$ cat src/sv/crpr_pkg.sv
// Shared constants, codes and handshake structs of the Catmull-Rom path resampler.
`timescale 1ns / 1ps
package crpr_pkg;

    // Field widths fixed by the item format
    localparam int COORD_W   = 32;
    localparam int ACT_W     = 2;
    localparam int SCALE_W   = 16;
    localparam int START_W   = 10;
    localparam int CFG_IDX_W = 2;
    localparam int CFG_DAT_W = 16;

    // Datapath widths; sample divisor never exceeds 63
    localparam int DEN_W  = 6;
    localparam int COEF_W = 40;
    localparam int NUM_W  = 57;
    localparam int DIV_W  = 56;
    localparam int DVS_W  = 20;
    localparam int SQ_W   = 61;
    localparam int ROOT_W = 31;

    // Item action codes
    localparam logic [ACT_W-1:0] ACT_CLEAR    = 2'd0;
    localparam logic [ACT_W-1:0] ACT_APPEND   = 2'd1;
    localparam logic [ACT_W-1:0] ACT_GENERATE = 2'd2;

    // Configuration register indexes
    localparam logic [CFG_IDX_W-1:0] REG_SAMPLE_SCALE = 2'd0;
    localparam logic [CFG_IDX_W-1:0] REG_START_INDEX  = 2'd1;

    localparam logic [SCALE_W-1:0] SCALE_RESET = 16'd256;

    typedef struct packed {
        logic              start;
        logic [DIV_W-1:0]  dividend;
        logic [DVS_W-1:0]  divisor;
    } t_div_req;

    typedef struct packed {
        logic              done;
        logic [DIV_W-1:0]  quot;
        logic [DVS_W-1:0]  rem;
    } t_div_rsp;

    typedef struct packed {
        logic             start;
        logic [SQ_W-1:0]  rad;
    } t_sqrt_req;

    typedef struct packed {
        logic              done;
        logic [ROOT_W-1:0] root;
    } t_sqrt_rsp;

    typedef struct packed {
        logic                      start;
        logic signed [COORD_W-1:0] p0;
        logic signed [COORD_W-1:0] p1;
        logic signed [COORD_W-1:0] p2;
        logic signed [COORD_W-1:0] p3;
        logic [DEN_W-1:0]          r;
        logic [DEN_W-1:0]          d;
        logic [2*DEN_W-1:0]        dd;
        logic [3*DEN_W-1:0]        d3;
    } t_cub_req;

    typedef struct packed {
        logic                    done;
        logic signed [NUM_W-1:0] num;
    } t_cub_rsp;

endpackage

$ cat src/sv/crpr_div.sv
// Bit-serial restoring divider, one quotient bit per cycle.
`timescale 1ns / 1ps
module crpr_div (
    input  logic               i_clk,
    input  logic               i_rst_n,
    input  crpr_pkg::t_div_req i_req,
    output crpr_pkg::t_div_rsp o_rsp
);

    localparam int DIV_W = crpr_pkg::DIV_W;
    localparam int DVS_W = crpr_pkg::DVS_W;
    localparam int CNT_W = $clog2(DIV_W);

    logic             r_busy;
    logic             r_done;
    logic [CNT_W-1:0] r_cnt;
    logic [DIV_W-1:0] r_q;
    logic [DVS_W-1:0] r_rem;
    logic [DVS_W-1:0] r_dvs;
    logic [DVS_W:0]   w_trial;
    logic             w_fit;

    assign w_trial = {r_rem, r_q[DIV_W-1]};
    assign w_fit   = w_trial >= {1'b0, r_dvs};

    always_ff @(posedge i_clk) begin
        if (!i_rst_n) begin
            r_busy <= 1'b0;
            r_done <= 1'b0;
            r_cnt  <= '0;
        end else begin
            r_done <= r_busy && (r_cnt == CNT_W'(DIV_W - 1));
            if (i_req.start) begin
                r_busy <= 1'b1;
                r_cnt  <= '0;
            end else if (r_busy) begin
                r_cnt <= r_cnt + CNT_W'(1);
                if (r_cnt == CNT_W'(DIV_W - 1)) begin
                    r_busy <= 1'b0;
                end
            end
        end
    end

    always_ff @(posedge i_clk) begin
        if (i_req.start) begin
            r_q   <= i_req.dividend;
            r_dvs <= i_req.divisor;
            r_rem <= '0;
        end else if (r_busy) begin
            r_q   <= {r_q[DIV_W-2:0], w_fit};
            r_rem <= w_fit ? DVS_W'(w_trial - {1'b0, r_dvs}) : w_trial[DVS_W-1:0];
        end
    end

    assign o_rsp.done = r_done;
    assign o_rsp.quot = r_q;
    assign o_rsp.rem  = r_rem;

endmodule

$ cat config.mk
export PLATFORM = sky130hd
export DESIGN_NAME = crpr_div
export DESIGN_NICKNAME = d
export VERILOG_FILES = /design/src/sv/crpr_pkg.sv /design/src/sv/crpr_div.sv
export SDC_FILE = /design/constraint.sdc
export NUM_CORES = 1
export LEC_CHECK = 0
export BUFFER_PORTS_ARGS = -buffer_cell sky130_fd_sc_hd__buf_2
export CORE_ASPECT_RATIO = 0.5
export CORE_UTILIZATION = 50
export DETAILED_ROUTE_END_ITERATION = 7
export GPL_TIMING_DRIVEN = 0
export PLACE_DENSITY_LB_ADDON = 0.12
export REMOVE_ABC_BUFFERS = 1
export SETUP_SLACK_MARGIN = 0.05
export SLEW_MARGIN = 5
export SYNTH_ARGS = -nofsm -noshare
export SYNTH_HDL_FRONTEND = slang
export SYNTH_SLANG_ARGS = --single-unit
$ cat constraint.sdc
create_clock -name i_clk -period 3.2 [get_ports i_clk]
set_clock_uncertainty 0.05 [all_clocks]
set_input_delay 0.48 -clock i_clk [delete_from_list [all_inputs] [get_ports i_clk]]
set_output_delay 0.48 -clock i_clk [all_outputs]
set_load 0.05 [all_outputs]
==> key figures <==
Final layout
  • Finished Cell Area: 0.00663 mm^2
  • Layout fillers: 881
  • Fraction of layout cells with a size suffix above 1: 0.403
  • Layout area overhead: 23.1%
  • Final #Nets: 704
  • Final non-filler cell total: about 750
  • Diode count: 0

Timing
  • Slew headroom: 0.442
  • Worst-margin pin slew: 0.837 ns
  • Fin. Hold Viols: 0
  • Worst hold slack: 0.256 ns
  • Final worst path period share: 0.897
  • Setup-failing EPs final: 0
  • Final Max Slew Viols: 0
  • Minimum clock period: 2.87 ns
  • Max Freq: approximately 350 MHz
  • RSZ-0062 raised after global routing: no

Power
  • Power share of the combinational group: 0.275
  • Sequential Power Share: 0.433
  • Clock power frac: 0.292
  • LEAKAGE: roughly 2.8 nW
  • Psw: 1.28 mW
  • P_int: 2.58 mW
  • Sw Ratio: 0.331
  • Peak supply drop: 0.295 mV
  • Total Power: 3.86 mW
  • Pwr dens: 582 mW/mm^2

Run
  • Max-Cap Viols: 0

Setup path
  • Critical path's slowest cell: o41a_1
  • Worst-path cell chain: ha_1 > o211ai_2 > a21oi_2 > o41a_1 > o41ai_4 > o311ai_4 > buf_8 > mux2_2
  • WP data arrival: roughly 2.9 ns
  • Worst Path Max Fanout: 16
  • Buf+Inv Stages, Crit Path: 1
  • Cell family with most CP delay: compound AO/OA/AOI/OAI gates
  • CP Class: flip-flop to flip-flop
  • Largest stage delay, worst path: 0.48 ns
  • Crit end category: flip-flop
  • Worst EP required: between 3 and 4 ns
  • Worst Setup Start Kind: flip-flop

Global routing
  • Total grt overflow: 0
  • Overall global routing resource usage: 0.213
  • Number of global-route vias before repair: 3,894
  • Pin count of the biggest net entering global routing: 63
  • Antenna violations before repair: 0
  • Global-route wire length before repair: between 15,000 and 20,000 um

Floorplanning
  • DIE WIDTH: ~150 um
  • IO Pins: 156
  • Core area: 0.0103 mm^2
  • Starting Density: 0.520
  • Row count: 26
  • Die area: 0.0112 mm^2
  • DIE HEIGHT: 75.4 um

Drt
  • DR vias/cell: 5.35
  • DR vias: 4,002
  • WL final: 11,500 um
  • DRT Pass-1 Iters: 6
  • Remaining DRCs: 0
  • DR WL/cell: 15.4 um
  • 1st-iter DRT viols: 195
  • Routed Antenna Nets: 0

Run status
  • Status: complete, no violations

Clocking
  • Clk root buf: clkbuf_16
  • Number of clock sinks: 104
  • Longest Clk Path Bufs: 2
  • Worst-skew pair later-pin latency: around 0.34 ns
  • Clock slew at reported path FFs: 0.07 ns
  • CTS tree: yes
  • Clock buffer count from CTS: 9
  • Htree depth: 3

Synthesis
  • Cells after Synth: 455
  • Yosys cell types: between 60 and 70
  • Count leader, synth: edfxtp_1
  • Main flop type after synthesis: edfxtp_1
  • Yosys top cell area share: 0.424
  • Post-synth EDFFs: 76
  • Commonest cells in the netlist: edfxtp_1 (76), mux2_2 (56), nand2_1 (37)
  • Post-Syn Area: 0.00538 mm^2
  • Register area share after synthesis: 0.528
  • Async SR Flop Fraction: 0
  • Syn. warnings: 0
  • Post-Syn Area per Cell: 11.8 um^2
  • Cell taking the most area after synthesis: edfxtp_1
  • Largest cells by area after synthesis: edfxtp_1 (42%), mux2_2 (12%), dfxtp_1 (10%)
  • Synthesized flop and latch total: roughly 100

Min path
  • Worst Hold Class: primary input to flip-flop

Placement
  • DP HPWL: 8180 um
  • GP Congestion: 0.802
  • Placed cells: ~730
  • IO buf count: 155
  • Area after DPL: 0.00631 mm^2
-- worst register-to-register path, delay by kind of cell (launching register included) --
kind            cells  cell delay [ns]
flops               1             0.34
fa+ha+maj           1             0.38
buf+inv             1             0.24
mux                 1             0.26
compound gates      5             1.35
-- area by class of cell --
| class | count | area [um^2] | area share |
|---|---|---|---|
| clock buffer | 12 | 246 | 0.0372 |
| sequential | 104 | 2840 | 0.429 |
| tap | 140 | 175 | 0.0264 |
| clock inverter | 4 | 55.1 | 0.00831 |
| multi-input combinational | 303 | 2360 | 0.356 |
| timing repair buffer | 159 | 848 | 0.128 |
| inverter | 26 | 97.6 | 0.0147 |
-- worst paths after layout --
check	endpoint	slack, ns	startpoint	cells past startpoint
setup / recovery	r_q[0]	0.33	r_rem[1]	8
hold reg to reg	r_rem[10]	0.46	r_rem[10]	2
hold / removal	r_dvs[1]	0.26	i_req[1]	1
setup reg to reg	r_q[0]	0.33	r_rem[1]	8
-- per-layer routing --
metal  global-route usage  vias to the layer above  wire, um
met5                    0                        -         0
met4               0.0504                        0       106
met3               0.0743                       13       827
met2                0.358                      107      5500
met1                0.269                     1890      5070
li1                     -                     1992         -
-- through the flow --
step,worst slack (ns),setup TNS (ns),util
final,0.328,0,0.641
after global routing,0.0961,0,0.641
after CTS,0.0585,0,0.639
after detailed placement,-0.00459,-0.00459,0.610
after global placement,-1.44,-90.05,0.602
after floorplan,-0.0653,-0.145,-
-- state kept, by name, summed over array words and instances (netlist names) --
register / cells
r_dvs: 20
r_done: 1
r_q: 56
r_cnt: 6
r_rem: 20
r_busy: 1
-- repair_timing --
action / in CTS / in global routing
gates resized for setup: 1 / 2
pin swaps: 0 / 1
endpoints found under the setup margin: 12 / 10
setup buffers: 0 / 1
hold buffers: 0 / 0
-- power by group through the flow --
stage / registers (mW) / clock network [mW] / logic [mW]
5_1_grt: 1.69 / 1.21 / 1.15
3_5_place_dp: 1.70 / 0 / 1.06
3_3_place_gp: 1.70 / 0 / 1.03
4_1_cts: 1.67 / 1.16 / 1.06
2_1_floorplan: 2.04 / 0 / 0.436
6_report: 1.67 / 1.13 / 1.06
-- layout by cell type (no fill, tap or decap), types with 4 or more instances in the layout --
master / count
dfxtp_1: 27
nor2_1: 36
xnor2_1: 10
and3_1: 5
a21oi_1: 10
a311oi_1: 10
nand3_1: 8
nand2b_1: 7
edfxtp_1: 76
a21o_1: 6
clkbuf_16: 9
xor2_1: 7
nand2_1: 37
nand4_1: 5
o21ai_0: 11
mux2_2: 56
o211ai_1: 4
inv_1: 25
ha_1: 21
buf_2: 154
nand3b_1: 4
-- logic make-up (layout without fill, tap and decap cells) --
group                    count (synthesis)  count (layout)  share of synthesized area
AO/OA/AOI/OAI                           80              80                      0.118
XOR/XNOR                                17              17                     0.0277
flip-flops                             104             104                      0.528
adder cells (fa/ha/maj)                 22              22                     0.0525
AND/OR/NAND/NOR                        125             125                      0.114
buffers and inverters                   48             201                     0.0372
multiplexers                            59              59                      0.123
Power figures use the tool's default switching activity.
