[config.mk]
export PLATFORM = sky130hd
export DESIGN_NAME = crpr_cubic
export DESIGN_NICKNAME = d
export VERILOG_FILES = /design/src/sv/crpr_pkg.sv /design/src/sv/crpr_cubic.sv
export SDC_FILE = /design/constraint.sdc
export NUM_CORES = 2
export LEC_CHECK = 0
export BUFFER_PORTS_ARGS = -buffer_cell sky130_fd_sc_hd__buf_2
export CAP_MARGIN = 20
export CORE_MARGIN = 2
export CORE_UTILIZATION = 65
export CTS_BUF_LIST = sky130_fd_sc_hd__clkbuf_4 sky130_fd_sc_hd__clkbuf_8
export DETAILED_ROUTE_END_ITERATION = 6
export HOLD_SLACK_MARGIN = 0.02
export PLACE_DENSITY = 0.83
export SLEW_MARGIN = 30
export SYNTH_ARGS = -nofsm -noshare
export SYNTH_HDL_FRONTEND = slang
export SYNTH_SLANG_ARGS = --single-unit
[constraint.sdc]
create_clock -name i_clk -period 12.5 [get_ports i_clk]
set_input_delay 3.125 -clock i_clk [delete_from_list [all_inputs] [get_ports i_clk]]
set_output_delay 3.125 -clock i_clk [all_outputs]
set_load 0.005 [all_outputs]
[src/sv/crpr_pkg.sv]
// Shared constants, codes and handshake structs of the Catmull-Rom path resampler.
`timescale 1ns / 1ps
package crpr_pkg;

    // Field widths fixed by the item format
    localparam int COORD_W   = 32;
    localparam int ACT_W     = 2;
    localparam int SCALE_W   = 16;
    localparam int START_W   = 10;
    localparam int CFG_IDX_W = 2;
    localparam int CFG_DAT_W = 16;

    // Datapath widths; sample divisor never exceeds 63
    localparam int DEN_W  = 6;
    localparam int COEF_W = 40;
    localparam int NUM_W  = 57;
    localparam int DIV_W  = 56;
    localparam int DVS_W  = 20;
    localparam int SQ_W   = 61;
    localparam int ROOT_W = 31;

    // Item action codes
    localparam logic [ACT_W-1:0] ACT_CLEAR    = 2'd0;
    localparam logic [ACT_W-1:0] ACT_APPEND   = 2'd1;
    localparam logic [ACT_W-1:0] ACT_GENERATE = 2'd2;

    // Configuration register indexes
    localparam logic [CFG_IDX_W-1:0] REG_SAMPLE_SCALE = 2'd0;
    localparam logic [CFG_IDX_W-1:0] REG_START_INDEX  = 2'd1;

    localparam logic [SCALE_W-1:0] SCALE_RESET = 16'd256;

    typedef struct packed {
        logic              start;
        logic [DIV_W-1:0]  dividend;
        logic [DVS_W-1:0]  divisor;
    } t_div_req;

    typedef struct packed {
        logic              done;
        logic [DIV_W-1:0]  quot;
        logic [DVS_W-1:0]  rem;
    } t_div_rsp;

    typedef struct packed {
        logic             start;
        logic [SQ_W-1:0]  rad;
    } t_sqrt_req;

    typedef struct packed {
        logic              done;
        logic [ROOT_W-1:0] root;
    } t_sqrt_rsp;

    typedef struct packed {
        logic                      start;
        logic signed [COORD_W-1:0] p0;
        logic signed [COORD_W-1:0] p1;
        logic signed [COORD_W-1:0] p2;
        logic signed [COORD_W-1:0] p3;
        logic [DEN_W-1:0]          r;
        logic [DEN_W-1:0]          d;
        logic [2*DEN_W-1:0]        dd;
        logic [3*DEN_W-1:0]        d3;
    } t_cub_req;

    typedef struct packed {
        logic                    done;
        logic signed [NUM_W-1:0] num;
    } t_cub_rsp;

endpackage

[src/sv/crpr_cubic.sv]
// Catmull-Rom numerator by Horner steps: (a*r + b*d)*r + c*d*d, times r, plus d^3.
`timescale 1ns / 1ps
module crpr_cubic (
    input  logic               i_clk,
    input  logic               i_rst_n,
    input  crpr_pkg::t_cub_req i_req,
    output crpr_pkg::t_cub_rsp o_rsp
);

    localparam int NUM_W  = crpr_pkg::NUM_W;
    localparam int COEF_W = crpr_pkg::COEF_W;
    localparam int DEN_W  = crpr_pkg::DEN_W;
    localparam int OPB_W  = 2 * DEN_W + 1;
    localparam int PROD_W = NUM_W + OPB_W;

    typedef enum logic [7:0] {
        C_IDLE = 8'b0000_0001,
        C_COEF = 8'b0000_0010,
        C_MUL1 = 8'b0000_0100,
        C_ADD1 = 8'b0000_1000,
        C_MUL2 = 8'b0001_0000,
        C_ADD2 = 8'b0010_0000,
        C_MUL3 = 8'b0100_0000,
        C_FIN  = 8'b1000_0000
    } t_cub_state;

    t_cub_state r_state, n_state;
    logic       r_done;

    logic signed [COEF_W-1:0] w_p0, w_p1, w_p2, w_p3;
    logic signed [COEF_W-1:0] r_a2, r_b2, r_c2;
    logic signed [NUM_W-1:0]  r_t1, r_t2, r_h;
    logic signed [NUM_W-1:0]  w_ma_x, w_mb_x;
    logic signed [OPB_W-1:0]  w_ma_y, w_mb_y;
    logic signed [PROD_W-1:0] w_ma, w_mb;
    logic signed [OPB_W-1:0]  w_r, w_d, w_dd;

    assign w_p0 = COEF_W'(i_req.p0);
    assign w_p1 = COEF_W'(i_req.p1);
    assign w_p2 = COEF_W'(i_req.p2);
    assign w_p3 = COEF_W'(i_req.p3);

    assign w_r  = $signed(OPB_W'(i_req.r));
    assign w_d  = $signed(OPB_W'(i_req.d));
    assign w_dd = $signed(OPB_W'(i_req.dd));

    // Two multipliers, operands picked by step
    always_comb begin
        w_ma_x = r_h;
        w_ma_y = w_r;
        w_mb_x = NUM_W'(r_c2);
        w_mb_y = w_dd;
        if (r_state == C_MUL1) begin
            w_ma_x = NUM_W'(r_a2);
            w_mb_x = NUM_W'(r_b2);
            w_mb_y = w_d;
        end
    end

    assign w_ma = PROD_W'(w_ma_x) * PROD_W'(w_ma_y);
    assign w_mb = PROD_W'(w_mb_x) * PROD_W'(w_mb_y);

    always_comb begin
        n_state = r_state;
        unique case (r_state)
            C_IDLE:  if (i_req.start) n_state = C_COEF;
            C_COEF:  n_state = C_MUL1;
            C_MUL1:  n_state = C_ADD1;
            C_ADD1:  n_state = C_MUL2;
            C_MUL2:  n_state = C_ADD2;
            C_ADD2:  n_state = C_MUL3;
            C_MUL3:  n_state = C_FIN;
            C_FIN:   n_state = C_IDLE;
            default: n_state = C_IDLE;
        endcase
    end

    always_ff @(posedge i_clk) begin
        if (!i_rst_n) begin
            r_state <= C_IDLE;
            r_done  <= 1'b0;
        end else begin
            r_state <= n_state;
            r_done  <= (r_state == C_FIN);
        end
    end

    always_ff @(posedge i_clk) begin
        case (r_state)
            C_COEF: begin
                r_a2 <= w_p3 - w_p0 + 3 * (w_p1 - w_p2);
                r_b2 <= 2 * w_p0 - 5 * w_p1 + 4 * w_p2 - w_p3;
                r_c2 <= w_p2 - w_p0;
            end
            C_MUL1: begin
                r_t1 <= w_ma[NUM_W-1:0];
                r_t2 <= w_mb[NUM_W-1:0];
            end
            C_ADD1: r_h <= r_t1 + r_t2;
            C_MUL2: begin
                r_h  <= w_ma[NUM_W-1:0];
                r_t2 <= w_mb[NUM_W-1:0];
            end
            C_ADD2: r_h <= r_h + r_t2;
            C_MUL3: r_h <= w_ma[NUM_W-1:0];
            C_FIN:  r_h <= r_h + $signed(NUM_W'(i_req.d3));
            default: ;
        endcase
    end

    assign o_rsp.done = r_done;
    assign o_rsp.num  = r_h;

endmodule
==> metrics.log <==
INFO  metric h-tree-depth = 2
INFO  metric floorplan.initialDensity = around 66%
INFO  metric groute.layer.met2.usage = 53.6%
INFO  metric ios = about 230
INFO  metric die-height = roughly 300 microns
INFO  metric detail_route.first_pass.iterations = 6
INFO  metric grt_pass1_vias = around 46000
INFO  metric timing.max_cap.violations = 0
INFO  metric detailroute.via_count = 44700
INFO  metric timing.critical_path.mode_cell = sky130_fd_sc_hd__fa_1
INFO  metric grt_first_pass_wirelength = roughly 230000 microns
INFO  metric async_reset_ff_share = 0%
INFO  metric fin_setup_tns = 0 ns
INFO  metric synth.yosys.warnings = 0
INFO  metric finalInstanceArea = 59300 sq um
INFO  metric finClkSkew = between 0.03 and 0.04 ns
INFO  metric post-route-min-period = roughly 10 ns
INFO  metric io_buffer_count = 230
INFO  metric postSynth.topFlopCell = sky130_fd_sc_hd__edfxtp_1
INFO  metric final-setup-viol-count = 0
INFO  metric unique_masters_post_synth = slightly above 90
INFO  metric chipWidth = between 200 and 300 microns
INFO  metric drt-total-wl = ~140000 microns
INFO  metric placement_rows = between 100 and 150
INFO  metric timing_worst_setup_path_type = input port to flip-flop
INFO  metric post_synth.cell_area_avg = 9.08 sq um
INFO  metric finalCritPeriodShare = 79.6%
INFO  metric place_hpwl = 119000 microns
INFO  metric fmax = between 100 and 150 MHz
INFO  metric grtUsageMet3 = under 10%
INFO  metric cts_stage_hold_buffer_count = 0
INFO  metric cts_root_buf = sky130_fd_sc_hd__clkbuf_8
INFO  metric outcome = complete, no violations
INFO  metric grt_start_max_net_pins = 93
INFO  metric ys_seq_area_share = between 10% and 20%
INFO  metric slew_headroom = roughly 34%
INFO  metric antenna_violating_nets_post_route = 0
INFO  metric gp_congestion = approximately 1.0
INFO  metric hold_viol = 0
INFO  metric ctsLongestPathBuffers = 3
INFO  metric drive_above_1_share = approximately 6.7%
INFO  metric final_core_util = between 60 and 70%
INFO  metric crit_fanout = 24
INFO  metric power.static_leakage = slightly below 30 nW
INFO  metric floorplan.die_area = ~90000 sq um
INFO  metric worst_ir_drop_on_vdd = approximately 0.00014 V
INFO  metric setup.worst_path.start_class = input port
INFO  metric placement.cell_area = 58400 sq um
INFO  metric crit_arrival = just over 10 ns
INFO  metric grt-busiest-layer = met2
INFO  metric global_route.usage.total = around a third
INFO  metric tritoncts = built
INFO  metric syn2layout_area_growth = 5.42%
INFO  metric final_layout_net_count = about 8000
INFO  metric n_fill_cell = around 6400
INFO  metric clk-insertion-delay-late = 0.66 ns
INFO  metric worst_pin_slew = between 0.9 and 1 ns
INFO  metric synth.net_count = 7747
INFO  metric post_cts.resized_instances = 0
INFO  metric drt-vias-per-instance = between 5 and 6
INFO  metric antenna_found_initial = 4
INFO  metric cts_setup_buffers = 0
INFO  metric synth-seq-cells = just under 300
INFO  metric synth-edff-count = 280
INFO  metric rsz0062_at_grt = false
INFO  metric final_common_cell = sky130_fd_sc_hd__inv_1
INFO  metric total_clock_sinks = 289
INFO  metric worst_setup_path_end_kind = flip-flop
INFO  metric synthesized_cell_area = between 50000 and 60000 sq um
INFO  metric most-common-layout-cells = 1076 x sky130_fd_sc_hd__inv_1, 789 x sky130_fd_sc_hd__fa_1, 586 x sky130_fd_sc_hd__ha_1
INFO  metric grt.met1_usage = roughly 44%
INFO  metric cts-buffers-inserted = 43
INFO  metric synthCells = roughly 6200
INFO  metric p_per_area = 184 nW/um^2
INFO  metric critPathSlowestCell = sky130_fd_sc_hd__o21ai_0
INFO  metric post-route-drc-count = 0
INFO  metric tot_pwr = around 11 mW
INFO  metric slew_violations = 0
INFO  metric grt_residual_overflow = 0
INFO  metric core_region_area = between 80000 and 90000 sq um
INFO  metric drt_iter0_markers = between 3000 and 4000
INFO  metric clk_pin_slew = roughly 0.060 ns
INFO  metric worstHoldPathType = flip-flop to flip-flop
INFO  metric critPathMaxStageDelay = 0.57 ns
INFO  metric timing.critical_path.required = roughly 13 ns
INFO  metric route.detailed.wl_per_inst = between 15 and 20 microns
## critical path: cells and delay by family
kind | cells | cell delay [ns]
buffers and inverters | 6 | 0.58
and+or+nand+nor | 7 | 0.93
muxes | 2 | 0.74
AOI/OAI and AO/OA | 5 | 1.98
adders and majority gates | 6 | 2.91
## per-layer routing
metal | wire, microns | vias to the layer above
li1 | - | 20600
met1 | 57700 | 21800
met2 | 66700 | 2026
met3 | 13200 | 327
met4 | 4750 | 2
met5 | 13 | -
## through the flow
step / hold WS, ns / setup WS, ns / cells
floorplan: 0.495 / 3.26 / 6199
global placement: 0.520 / 1.92 / 7396
detailed placement: 0.536 / 2.00 / 7399
CTS: 0.542 / 2.69 / 7475
global route: 0.574 / 2.41 / 7477
finish: 0.557 / 2.55 / 7478
## synth_stat cells, types with 25 or more instances
| cell | instances | area [sq um] |
|---|---|---|
| sky130_fd_sc_hd__a21oi_1 | 341 | 1710 |
| sky130_fd_sc_hd__clkbuf_1 | 175 | 657 |
| sky130_fd_sc_hd__a211oi_1 | 32 | 240 |
| sky130_fd_sc_hd__o21bai_1 | 49 | 368 |
| sky130_fd_sc_hd__o21ai_0 | 209 | 1050 |
| sky130_fd_sc_hd__o31ai_1 | 25 | 188 |
| sky130_fd_sc_hd__nand2_1 | 535 | 2010 |
| sky130_fd_sc_hd__o21a_1 | 48 | 360 |
| sky130_fd_sc_hd__nand4_1 | 40 | 250 |
| sky130_fd_sc_hd__nand2b_1 | 74 | 463 |
| sky130_fd_sc_hd__and3_1 | 110 | 688 |
| sky130_fd_sc_hd__nor2b_1 | 309 | 1930 |
| sky130_fd_sc_hd__xnor2_1 | 216 | 1890 |
| sky130_fd_sc_hd__mux2i_1 | 78 | 781 |
| sky130_fd_sc_hd__nor3_1 | 39 | 195 |
| sky130_fd_sc_hd__and2_1 | 100 | 626 |
| sky130_fd_sc_hd__fa_1 | 789 | 15800 |
| sky130_fd_sc_hd__a21o_1 | 192 | 1440 |
| sky130_fd_sc_hd__inv_1 | 1077 | 4040 |
| sky130_fd_sc_hd__nand3_1 | 74 | 370 |
| sky130_fd_sc_hd__a22oi_1 | 33 | 248 |
| sky130_fd_sc_hd__edfxtp_1 | 280 | 8410 |
| sky130_fd_sc_hd__xor2_1 | 119 | 1040 |
| sky130_fd_sc_hd__a31oi_1 | 33 | 206 |
| sky130_fd_sc_hd__ha_1 | 586 | 7330 |
| sky130_fd_sc_hd__nor2_1 | 309 | 1160 |
## flip-flops by register name, summed over array words and instances (netlist names)
register / count
r_h: 57
r_t1: 57
r_t2: 57
r_b2: 39
r_a2: 37
r_c2: 33
r_state: 8
r_done: 1
## final timing paths
check | from | end | slack, ns | cells after the start
worst min-delay path | r_state[6]$_SDFFE_PN0P_ | r_state[7]$_SDFFE_PN0P_ | 0.56 | 2
worst max register to register | r_state[6]$_SDFFE_PN0P_ | r_t2[54]$_DFFE_PP_ | 3.10 | 28
worst min register to register | r_state[6]$_SDFFE_PN0P_ | r_state[7]$_SDFFE_PN0P_ | 0.56 | 2
worst max-delay path | i_req[19] | r_t2[54]$_DFFE_PP_ | 2.55 | 26
## logic make-up after synthesis
group                    Yosys count  synth area share (%)
multiplexers                      97                  1.77
AO/OA/AOI/OAI                   1151                  13.3
buffers and inverters           1278                  8.59
flip-flops                       289                  15.3
adder cells (fa/ha/maj)         1375                  41.1
XOR/XNOR                         336                  5.24
AND/OR/NAND/NOR                 1673                  14.7
## layout make-up
| cell class | count | area, sq um | area share (%) |
|---|---|---|---|
| well taps | 1144 | 1430 | 2.41 |
| diodes | 2 | 5.00 | 0.00843 |
| repair buffers | 257 | 1400 | 2.36 |
| clock inverters | 24 | 250 | 0.422 |
| flip-flops and latches | 289 | 8590 | 14.5 |
| inverters | 1078 | 4060 | 6.84 |
| clock buffers | 52 | 678 | 1.14 |
| multi-input cells | 4632 | 42900 | 72.3 |
## report_power, final
| group | total (mW) | switching, mW | internal (mW) |
|---|---|---|---|
| logic | 8.43 | 5.02 | 3.42 |
| registers | 1.60 | 0.0383 | 1.56 |
| clock network | 0.865 | 0.415 | 0.450 |
| total | 10.9 | 5.47 | 5.43 |
No activity file was read; power rests on OpenSTA's default activity.
